File: config.mk
export PLATFORM = sky130hd
export DESIGN_NAME = rgb_to_hsv_converter
export DESIGN_NICKNAME = d
export VERILOG_FILES = /design/src/hw/rtl/rgb2hsv_pkg.sv /design/src/hw/rtl/rgb_to_hsv_converter.sv
export VERILOG_INCLUDE_DIRS = /design/src /design/src/hw/rtl
export SDC_FILE = /design/constraint.sdc
export NUM_CORES = 2
export LEC_CHECK = 0
export BUFFER_PORTS_ARGS = -buffer_cell sky130_fd_sc_hd__buf_2
export CAP_MARGIN = 0
export CORE_ASPECT_RATIO = 0.75
export CORE_UTILIZATION = 45
export CTS_BUF_LIST = sky130_fd_sc_hd__clkbuf_4 sky130_fd_sc_hd__clkbuf_8
export DETAILED_ROUTE_END_ITERATION = 10
export PLACE_DENSITY = 0.7
export SLEW_MARGIN = 5
export SYNTH_ARGS = -nofsm -noshare
export SYNTH_HDL_FRONTEND = slang
export SYNTH_SLANG_ARGS = --single-unit
export TNS_END_PERCENT = 10
File: constraint.sdc
create_clock -name clk_i -period 8.3 [get_ports clk_i]
set_input_delay 1.66 -clock clk_i [delete_from_list [all_inputs] [get_ports clk_i]]
set_output_delay 1.66 -clock clk_i [all_outputs]
set_load 0.01 [all_outputs]
File: src/hw/rtl/assert_macros.svh
// Assertion macros for the RTL; included by rgb_to_hsv_converter.sv.
// No dependencies; define ASSERT_OFF to compile the checks out.
`ifndef ASSERT_MACROS_SVH
`define ASSERT_MACROS_SVH

`ifndef ASSERT_OFF

// Property holds at every clock edge outside reset.
`define ASSERT_AT(name, clk, rst_n, prop, msg) \
  name: assert property (@(posedge clk) disable iff (!(rst_n)) (prop)) else $error(msg);

// Condition never true at a clock edge outside reset.
`define ASSERT_NEVER(name, clk, rst_n, cond, msg) \
  name: assert property (@(posedge clk) disable iff (!(rst_n)) !(cond)) else $error(msg);

`else

`define ASSERT_AT(name, clk, rst_n, prop, msg)
`define ASSERT_NEVER(name, clk, rst_n, cond, msg)

`endif

`endif

File: src/hw/rtl/rgb2hsv_pkg.sv
// Constants, stage types and the divider step for the RGB to HSV converter.
// No dependencies.
`default_nettype none

package rgb2hsv_pkg;

  localparam int FRAC_BITS = 6;

  localparam int CH_W  = 8;
  localparam int HUE_W = 15;
  localparam int PCT_W = 13;
  localparam int NUM_W = 11;  // hue numerator, below 6*d

  // Quotient bits produced by the divider: enough for every lane and output.
  localparam int HUE_Q_W = 9 + FRAC_BITS;
  localparam int NSTEP   = (HUE_Q_W > HUE_W) ? HUE_Q_W : HUE_W;
  localparam int DIV_W   = NSTEP + CH_W;

  localparam logic [DIV_W-1:0] HUE_SCALE = DIV_W'(60 << FRAC_BITS);
  localparam logic [DIV_W-1:0] PCT_SCALE = DIV_W'(100 << FRAC_BITS);

  // Brightness divides by a constant: scale*mx/255 = WHOLE*mx + FRAC*mx/255.
  // FRAC*mx stays below 255*258, where z/255 == ((z+1)*257) >> 16.
  localparam int BRI_WHOLE = (100 << FRAC_BITS) / 255;
  localparam int BRI_FRAC  = (100 << FRAC_BITS) % 255;

  // Unshifted quotient bounds.
  localparam logic [NSTEP-1:0] HUE_LIMIT = NSTEP'(360 << FRAC_BITS);
  localparam logic [NSTEP-1:0] PCT_MAX   = NSTEP'(100 << FRAC_BITS);

  // work holds {remainder, dividend bits still to shift in / quotient so far}
  typedef struct packed {
    logic [DIV_W-1:0] work;
    logic [CH_W-1:0]  divisor;
  } lane_t;

  typedef struct packed {
    logic             valid;
    lane_t            hue;
    lane_t            sat;
    logic [PCT_W-1:0] bri;
  } div_stage_t;

  // One restoring division step: one quotient bit.
  function automatic lane_t div_step(lane_t l);
    lane_t          r;
    logic [CH_W:0]  t;
    logic [CH_W:0]  diff;
    logic           ge;
    t    = {l.work[DIV_W-1 -: CH_W], l.work[NSTEP-1]};
    ge   = (t >= {1'b0, l.divisor});
    diff = t - {1'b0, l.divisor};
    r.divisor = l.divisor;
    r.work    = {(ge ? diff[CH_W-1:0] : t[CH_W-1:0]), l.work[NSTEP-2:0], ge};
    return r;
  endfunction

endpackage

`default_nettype wire

File: src/hw/rtl/rgb_to_hsv_converter.sv
// RGB to HSV converter: a pixel passes stage 1, stage 2 (divider load) and the
// divider stages in turn; one pixel per cycle sustained while the sink keeps up.
// Throughput is set by a fully pipelined restoring divider, one quotient bit
// per stage, two lanes (hue, saturation) side by side; brightness comes from
// a constant reciprocal and rides along with them.
// A stalled output freezes the whole pipeline; nothing is dropped or repeated.
// Reset (rst_ni, async active low) clears all stage valid bits.
`default_nettype none
`include "assert_macros.svh"

module rgb_to_hsv_converter
  import rgb2hsv_pkg::*;
(
  input  wire logic              clk_i,
  input  wire logic              rst_ni,
  input  wire logic              in_valid_i,
  output logic                   in_ready_o,
  input  wire logic [CH_W-1:0]   red_i,
  input  wire logic [CH_W-1:0]   green_i,
  input  wire logic [CH_W-1:0]   blue_i,
  output logic                   out_valid_o,
  input  wire logic              out_ready_i,
  output logic [HUE_W-1:0]       hue_o,
  output logic [PCT_W-1:0]       saturation_o,
  output logic [PCT_W-1:0]       brightness_o
);

  // Whole pipeline moves together; it only holds while the last stage
  // has a result the sink has not taken.
  logic advance;
  assign advance    = !out_valid_o || out_ready_i;
  assign in_ready_o = advance;

  // ---------------------------------------------------------------------
  // Stage 1: max, min, spread and the hue numerator k*d + n
  // ---------------------------------------------------------------------
  logic            s1_valid_d, s1_valid_q;
  logic [CH_W-1:0] s1_mx_d, s1_mx_q;
  logic [CH_W-1:0] s1_d_d, s1_d_q;
  logic [NUM_W-1:0] s1_num_d, s1_num_q;

  logic [CH_W-1:0]  mn;
  logic [NUM_W-1:0] r_x, g_x, b_x, d_x;

  always_comb begin
    s1_valid_d = in_valid_i;
    // Ties: red wins over green, green over blue.
    if (red_i >= green_i && red_i >= blue_i) begin
      s1_mx_d = red_i;
    end else if (green_i >= blue_i) begin
      s1_mx_d = green_i;
    end else begin
      s1_mx_d = blue_i;
    end
    mn = red_i;
    if (green_i < mn) mn = green_i;
    if (blue_i < mn) mn = blue_i;
    s1_d_d = s1_mx_d - mn;

    r_x = NUM_W'(red_i);
    g_x = NUM_W'(green_i);
    b_x = NUM_W'(blue_i);
    d_x = NUM_W'(s1_d_d);
    // Mod-2^NUM_W arithmetic; the true value is always in 0 .. 6d-1.
    if (red_i >= green_i && red_i >= blue_i) begin
      if (green_i >= blue_i) begin
        s1_num_d = g_x - b_x;
      end else begin
        s1_num_d = NUM_W'(6) * d_x + g_x - b_x;
      end
    end else if (green_i >= blue_i) begin
      s1_num_d = NUM_W'(2) * d_x + b_x - r_x;
    end else begin
      s1_num_d = NUM_W'(4) * d_x + r_x - g_x;
    end
  end

  always_ff @(posedge clk_i or negedge rst_ni) begin
    if (!rst_ni) begin
      s1_valid_q <= 1'b0;
    end else if (advance) begin
      s1_valid_q <= s1_valid_d;
    end
  end

  always_ff @(posedge clk_i) begin
    if (advance) begin
      s1_mx_q  <= s1_mx_d;
      s1_d_q   <= s1_d_d;
      s1_num_q <= s1_num_d;
    end
  end

  // ---------------------------------------------------------------------
  // Stage 2: scale the dividends and load the divider.
  // A zero divisor only comes with a zero dividend; it is replaced by one
  // so the quotient comes out zero (grey or black pixel).
  // Brightness is finished here by the constant reciprocal and then
  // only travels with the divider lanes.
  // ---------------------------------------------------------------------
  div_stage_t dv_d [NSTEP+1];
  div_stage_t dv_q [NSTEP+1];

  logic [31:0] bri_whole, bri_part, bri_sum;

  always_comb begin
    bri_whole = 32'(s1_mx_q) * 32'(BRI_WHOLE);
    bri_part  = ((32'(s1_mx_q) * 32'(BRI_FRAC) + 32'd1) * 32'd257) >> 16;
    bri_sum   = bri_whole + bri_part;

    dv_d[0].valid       = s1_valid_q;
    dv_d[0].hue.work    = DIV_W'(s1_num_q) * HUE_SCALE;
    dv_d[0].hue.divisor = (s1_d_q == '0) ? CH_W'(1) : s1_d_q;
    dv_d[0].sat.work    = DIV_W'(s1_d_q) * PCT_SCALE;
    dv_d[0].sat.divisor = (s1_mx_q == '0) ? CH_W'(1) : s1_mx_q;
    dv_d[0].bri         = bri_sum[PCT_W-1:0];
    for (int i = 1; i <= NSTEP; i++) begin
      dv_d[i].valid = dv_q[i-1].valid;
      dv_d[i].hue   = div_step(dv_q[i-1].hue);
      dv_d[i].sat   = div_step(dv_q[i-1].sat);
      dv_d[i].bri   = dv_q[i-1].bri;
    end
  end

  // ---------------------------------------------------------------------
  // Divider stages: one quotient bit per stage per lane
  // ---------------------------------------------------------------------
  always_ff @(posedge clk_i or negedge rst_ni) begin
    if (!rst_ni) begin
      for (int i = 0; i <= NSTEP; i++) begin
        dv_q[i] <= '0;
      end
    end else if (advance) begin
      for (int i = 0; i <= NSTEP; i++) begin
        dv_q[i] <= dv_d[i];
      end
    end
  end

  // Last stage is the output register; low bits of each quotient are the result.
  logic [NSTEP-1:0] hue_quo, sat_quo;
  assign hue_quo = dv_q[NSTEP].hue.work[NSTEP-1:0];
  assign sat_quo = dv_q[NSTEP].sat.work[NSTEP-1:0];

  assign out_valid_o  = dv_q[NSTEP].valid;
  assign hue_o        = hue_quo[HUE_W-1:0];
  assign saturation_o = sat_quo[PCT_W-1:0];
  assign brightness_o = dv_q[NSTEP].bri;

  // ---------------------------------------------------------------------
  // Checks
  // ---------------------------------------------------------------------
  `ASSERT_AT(a_in_reaches_s1, clk_i, rst_ni,
             in_valid_i && in_ready_o |=> s1_valid_q,
             "accepted pixel did not enter stage 1")
  `ASSERT_NEVER(a_hue_range, clk_i, rst_ni,
                out_valid_o && (hue_quo >= HUE_LIMIT),
                "hue quotient at or above 360 degrees")
  `ASSERT_NEVER(a_pct_range, clk_i, rst_ni,
                out_valid_o && ((sat_quo > PCT_MAX) || (NSTEP'(dv_q[NSTEP].bri) > PCT_MAX)),
                "saturation or brightness above 100 percent")
  `ASSERT_NEVER(a_rem_bound, clk_i, rst_ni,
                out_valid_o && (dv_q[NSTEP].hue.work[DIV_W-1 -: CH_W] >=
                                dv_q[NSTEP].hue.divisor),
                "hue divider remainder not below divisor")
  `ASSERT_AT(a_stall_holds, clk_i, rst_ni,
             !advance |=> $stable(dv_q[0].valid) && $stable(s1_valid_q),
             "pipeline moved during output stall")

endmodule

`default_nettype wire

After elaboration in Yosys (flattened, before gate mapping)
Index checks and enable logic that the tools add are counted.
{"block": "totals", "register_bits": 1024, "in_bits": 28, "output_inout_bits": 43, "elab_cells": 218}
{"block": "op_classes", "n_addsub": 38, "multipliers": 5, "n_lt_le_gt_ge": 35, "mux": 37, "reduce_logical": 5}
{"op": "$mux 8", "count": 34}
{"op": "$ge 9x8->1", "count": 29}
{"op": "$sub 8x8->8", "count": 28}
{"op": "$mux 11", "count": 3}
{"op": "$mul 8x5->13 const B", "count": 2}
{"op": "$ge 8x8->1", "count": 3}
{"op": "$mul 14x9->23 const B", "count": 1}
{"op": "$sub 11x8->11", "count": 2}
{"op": "$logic_not 8->1", "count": 2}
{"op": "$lt 8x8->1", "count": 2}
{"op": "$mul 11x4->15 const B", "count": 1}
{"op": "$add 13x1->14 const B", "count": 1}
{"op": "$add 13x7->13", "count": 1}
{"op": "$add 10x8->11", "count": 1}
{"op": "$add 11x8->11", "count": 1}
{"op": "$sub 10x8->11", "count": 1}
{"op": "$add 9x8->10", "count": 1}
{"op": "$mul 2x8->10 const A", "count": 1}
{"op": "$sub 8x8->9", "count": 1}
{"op": "$ge 7x8->1", "count": 1}
{"op": "$sub 7x8->8", "count": 1}
{"op": "$logic_and 1x1->1", "count": 1}
{"op": "$logic_not 1->1", "count": 1}
{"op": "$logic_or 1x1->1", "count": 1}

Longest topological paths before layout
{"block": "depth", "word_depth": 10, "mapped_depth": 41, "ltp_nobuf": 40}

Worst setup path after synthesis
Ideal clock, no wire load.
{"block": "synth_timing", "path_kind": "input to register", "from": "input port red_i[0]", "to": "register s1_num_q[10], data pin", "t_arrival_ns": 8.931, "path_slack_ns": -0.907, "cell_stages": 37, "path_cell_list": "inv_1 > ha_1 > fa_1 > nand3b_1 > a21oi_1 > o32ai_4 > clkbuf_1 > a21oi_1 > ha_1 > a21o_1 > a21o_1 > a21oi_1 > nand2_1 > or4_1 > nand3_2 > buf_1 > o21ai_0 > ha_1 > fa_1 > xnor2_1 > ha_1 > a21o_1 > a21oi_1 > nand2b_1 > a21boi_0 > nor2_1 > xnor2_1 > fa_1 > ha_1 > nor4_1 > nor4b_1 > o21ai_0 > nand2b_1 > xor2_1 > o32a_1 > mux2i_1 > a211oi_1"}
{"block": "synth_between", "elab_chain_len": 10, "elab_cells_between_ends": 19, "classes_between": "7 x add/sub; 1 x mul; 4 x order compare; 6 x mux; 1 x reduce/logical"}
{"element": "from (decl)", "line_no": "rgb_to_hsv_converter.sv:18", "text": "input wire logic [CH_W-1:0] red_i,"}
{"element": "$lt 8x8->1", "line_no": "rgb_to_hsv_converter.sv:56", "text": "if (green_i < mn) mn = green_i;"}
{"element": "$mux 8", "line_no": "rgb_to_hsv_converter.sv:56"}
{"element": "$lt 8x8->1", "line_no": "rgb_to_hsv_converter.sv:57", "text": "if (blue_i < mn) mn = blue_i;"}
{"element": "$mux 8", "line_no": "rgb_to_hsv_converter.sv:57"}
{"element": "$sub 8x8->8 *", "line_no": "rgb_to_hsv_converter.sv:58", "text": "s1_d_d = s1_mx_d - mn;"}
{"element": "via s1_d_d[2]", "line_no": "rgb_to_hsv_converter.sv:39", "text": "logic [CH_W-1:0] s1_d_d, s1_d_q;"}
{"element": "$mul 2x8->10", "line_no": "rgb_to_hsv_converter.sv:69", "text": "s1_num_d = NUM_W'(6) * d_x + g_x - b_x;"}
{"element": "$add 11x8->11", "line_no": "rgb_to_hsv_converter.sv:69"}
{"element": "$sub 11x8->11", "line_no": "rgb_to_hsv_converter.sv:69"}
{"element": "$mux 11", "line_no": "rgb_to_hsv_converter.sv:66", "text": "if (green_i >= blue_i) begin"}
{"element": "$mux 11 *", "line_no": "rgb_to_hsv_converter.sv:65", "text": "if (red_i >= green_i && red_i >= blue_i) begin"}
{"element": "via s1_num_d[10]", "line_no": "rgb_to_hsv_converter.sv:40", "text": "logic [NUM_W-1:0] s1_num_d, s1_num_q;"}
{"element": "to (signal assigned)", "line_no": "rgb_to_hsv_converter.sv:90", "text": "s1_num_q <= s1_num_d;"}
{"element": "to (decl)", "line_no": "rgb_to_hsv_converter.sv:40"}
The timed path passes the listed nets; every way through them passes the cells marked *.
A chain may end at the register's enable or synchronous reset.

Worst setup path in the final report
{"block": "layout_timing", "from": "input port green_i[0]", "to": "register s1_num_q[10], data pin"}
{"block": "layout_between", "elab_chain_len": 10, "elab_cells_between_ends": 21, "classes_between": "8 x add/sub; 1 x mul; 4 x order compare; 7 x mux; 1 x reduce/logical"}
{"element": "from (decl)", "line_no": "rgb_to_hsv_converter.sv:19", "text": "input wire logic [CH_W-1:0] green_i,"}
{"element": "$lt 8x8->1", "line_no": "rgb_to_hsv_converter.sv:56"}
{"element": "$mux 8", "line_no": "rgb_to_hsv_converter.sv:56"}
{"element": "$lt 8x8->1", "line_no": "rgb_to_hsv_converter.sv:57"}
{"element": "$mux 8", "line_no": "rgb_to_hsv_converter.sv:57"}
{"element": "$sub 8x8->8", "line_no": "rgb_to_hsv_converter.sv:58"}
{"element": "$mul 2x8->10", "line_no": "rgb_to_hsv_converter.sv:69"}
{"element": "$add 11x8->11", "line_no": "rgb_to_hsv_converter.sv:69"}
{"element": "$sub 11x8->11", "line_no": "rgb_to_hsv_converter.sv:69"}
{"element": "$mux 11", "line_no": "rgb_to_hsv_converter.sv:66"}
{"element": "$mux 11 *", "line_no": "rgb_to_hsv_converter.sv:65"}
{"element": "via s1_num_d[10]", "line_no": "rgb_to_hsv_converter.sv:40"}
Marks and branches as above.

==> results.cfg <==
[run_status]
status = completed

[clocking]
clk_pin_slew_ps = 60
root_buffer = clkbuf_8
insertion_delay_ps = 860
clockBufferDepth = 3
cts_made_buffers = 159
tritoncts = yes
htree_levels = 4
cts.sinks = 997

[yosys]
syn-num-nets = 6542
synth_top_area_share = 0.449
avgSynthCellArea_um2 = 9.01
ys.flop_type = dfrtp_1
synthArstFlopShare = 0.973
synth.area.top_cells = dfrtp_1 45%, nand2_1 12%, ha_1 9.8%
ys_seq_elements = 997
synth_common_cells = 1688 x nand2_1, 970 x dfrtp_1, 440 x inv_1
yosys_warnings = 0
synth_cells = 6007
syn_area_um2 = 54100
ys_types = 63
synth_edf_count = 27
yosysSeqAreaShare = 0.463
synth_area_leader_cell = dfrtp_1
synth_most_common_cell = nand2_1

[sta]
hold_viol = 0
fmax_mhz = 122
period_share = 0.984
relSlewSlack = 0.269
fin_tns_setup_ps = 0
final_max_slew_viol_count = 0
whs_ps = 432
worst_slew_pin_slew_ps = 1100
rsz0062_at_grt = yes
layout_min_cycle_time_ps = 8170
setup_viol = 0
worst_clock_skew_ps = 57.9

[floorplanning]
num_rows = 109
dieArea_um2 = 122000
start_util = 0.457
chipWidth_um = 402
die_h_um = 302
ios = 71
core_area_um2 = 119000

[setup_path]
cp.arrival_ps = 8720
cp_max_fo = 6
end_kind = register
critPathSlowestCell = or4_4
path_class = input port to register
cp-start-kind = input port
slowest_delay_ps = 530
cp_top_family = adder cells
ff2ff_setup_slack_ps = 680
cp_num_buf_inv = 5
crit_required_ps = 8850

[flow_run]
drv_cap = 0

[cells_and_area]
area_delta_synth_final_pct = 12.0
nNetsFinal = 6676
drive_above_1_share = 0.103
design_area_um2 = 60600

[detailed_routing]
drc = 0
routed_wl_mm = 114
vias = 39300
wl_per_cell_um = 14.6
drt_iter0_markers = 2629
antenna_left = 0
viasPerCell = 5.03
drtPass1Iterations = 5

[place]
gp_congestion = 0.867
dp_hpwl_mm = 79.7
placed_cell_area_um2 = 56600
io_buffers = 70

[worst_hold_path]
hold_path_class = register to register

[global_route]
grt.overflow.total = 0
grt_antenna_before_repair = 3
grt_pass1_vias = 38700
grt_max_degree = 217
grt_pass1_wl_mm = 193
grt_usage = 0.191
==> cells by family (layout without fill, tap and decap cells) <==
group,count (synthesis),after routing,synth area share
flops,997,997,0.463
xor+xnor,181,181,0.0298
other cells,1,3,0.0000693
simple gates,2378,2378,0.178
buf+inv,702,963,0.0516
mux,212,212,0.0403
compound gates,1029,1029,0.108
fa+ha+maj,507,507,0.128
==> area by class of cell <==
type | instances | area (um2)
diodes | 2 | 5.00
multi-input cells | 4308 | 26600
flip-flops and latches | 997 | 25100
fillers | 10800 | 57900
repair buffers | 234 | 1710
well taps | 1554 | 1940
clock buffers | 252 | 3150
clock inverters | 36 | 413
inverters | 441 | 1670
==> final timing paths <==
kind,start,end,cells after the start
max in group asynchronous,rst_ni,saturation_o[4],3
min in group asynchronous,rst_ni,dv_d[354],1
max,green_i[0],s1_num_q[10],39
min reg2reg,dv_d[438],dv_d[363],2
min,dv_d[438],dv_d[363],2
max reg2reg,s1_mx_q[1],dv_d[1075],34
==> state kept, by name (all words and copies together), names as in the netlist <==
| signal | cells |
|---|---|
| brightness_o | 13 |
| dv_d | 675 |
| dv_q | 252 |
| hue_o | 15 |
| out_valid_o | 1 |
| s1_d_q | 8 |
| s1_mx_q | 8 |
| s1_num_q | 11 |
| s1_valid_q | 1 |
| saturation_o | 13 |
==> per-layer routing <==
| layer | vias up | track usage | routed length [um] |
|---|---|---|---|
| li1 | 19900 | - | - |
| met1 | 18800 | 0.285 | 58900 |
| met2 | 547 | 0.286 | 49000 |
| met3 | 155 | 0.0286 | 4200 |
| met4 | 0 | 0.0525 | 2090 |
| met5 | - | 0 | 0 |
==> per-stage QoR <==
stage,setup slack (ps),util,std cells
global placement,-764,0.478,7518
global route,-166,0.511,7824
CTS,9.89,0.508,7806
finish,129,0.511,7824
detailed placement,-903,0.478,7518
floorplan,-361,-,6007
==> placed cells by master, fill, tap and decap left out, types with 12 or more instances in the layout <==
cell type     n
nand2_1    1688
dfrtp_1     970
inv_1       438
o21ai_0     428
ha_1        414
nor2_1      408
a21oi_1     332
clkbuf_8    201
mux2i_1     178
buf_4       151
xnor2_1     100
fa_1         78
nand2b_1     77
a21o_1       73
xor2_1       69
nor2b_1      69
buf_2        68
a21boi_0     52
clkbuf_4     51
nand4_1      50
a21oi_2      34
mux2_2       32
nand3_1      28
edfxtp_1     27
o21bai_1     20
nor4b_1      18
clkinv_2     17
nor3_1       16
o22ai_1      12
==> repair_timing <==
action | in CTS | in global routing
setup buffers | 0 | 17
hold buffers | 0 | 0
resized for setup | 0 | 60
endpoints found under the setup margin | 0 | 6
==> worst register-to-register path: cells and delay by family, from the launching register on <==
kind                     cells  cell delay (ps)
XOR/XNOR                     4             1050
flip-flops                   1              570
AO/OA/AOI/OAI               16             2580
buffers and inverters        3              170
adder cells (fa/ha/maj)      8             2680
AND/OR/NAND/NOR              3              390
Power is left out: the tool's default activity adds up to more than one toggle a clock period on the data nets, which glitch-free logic cannot reach.
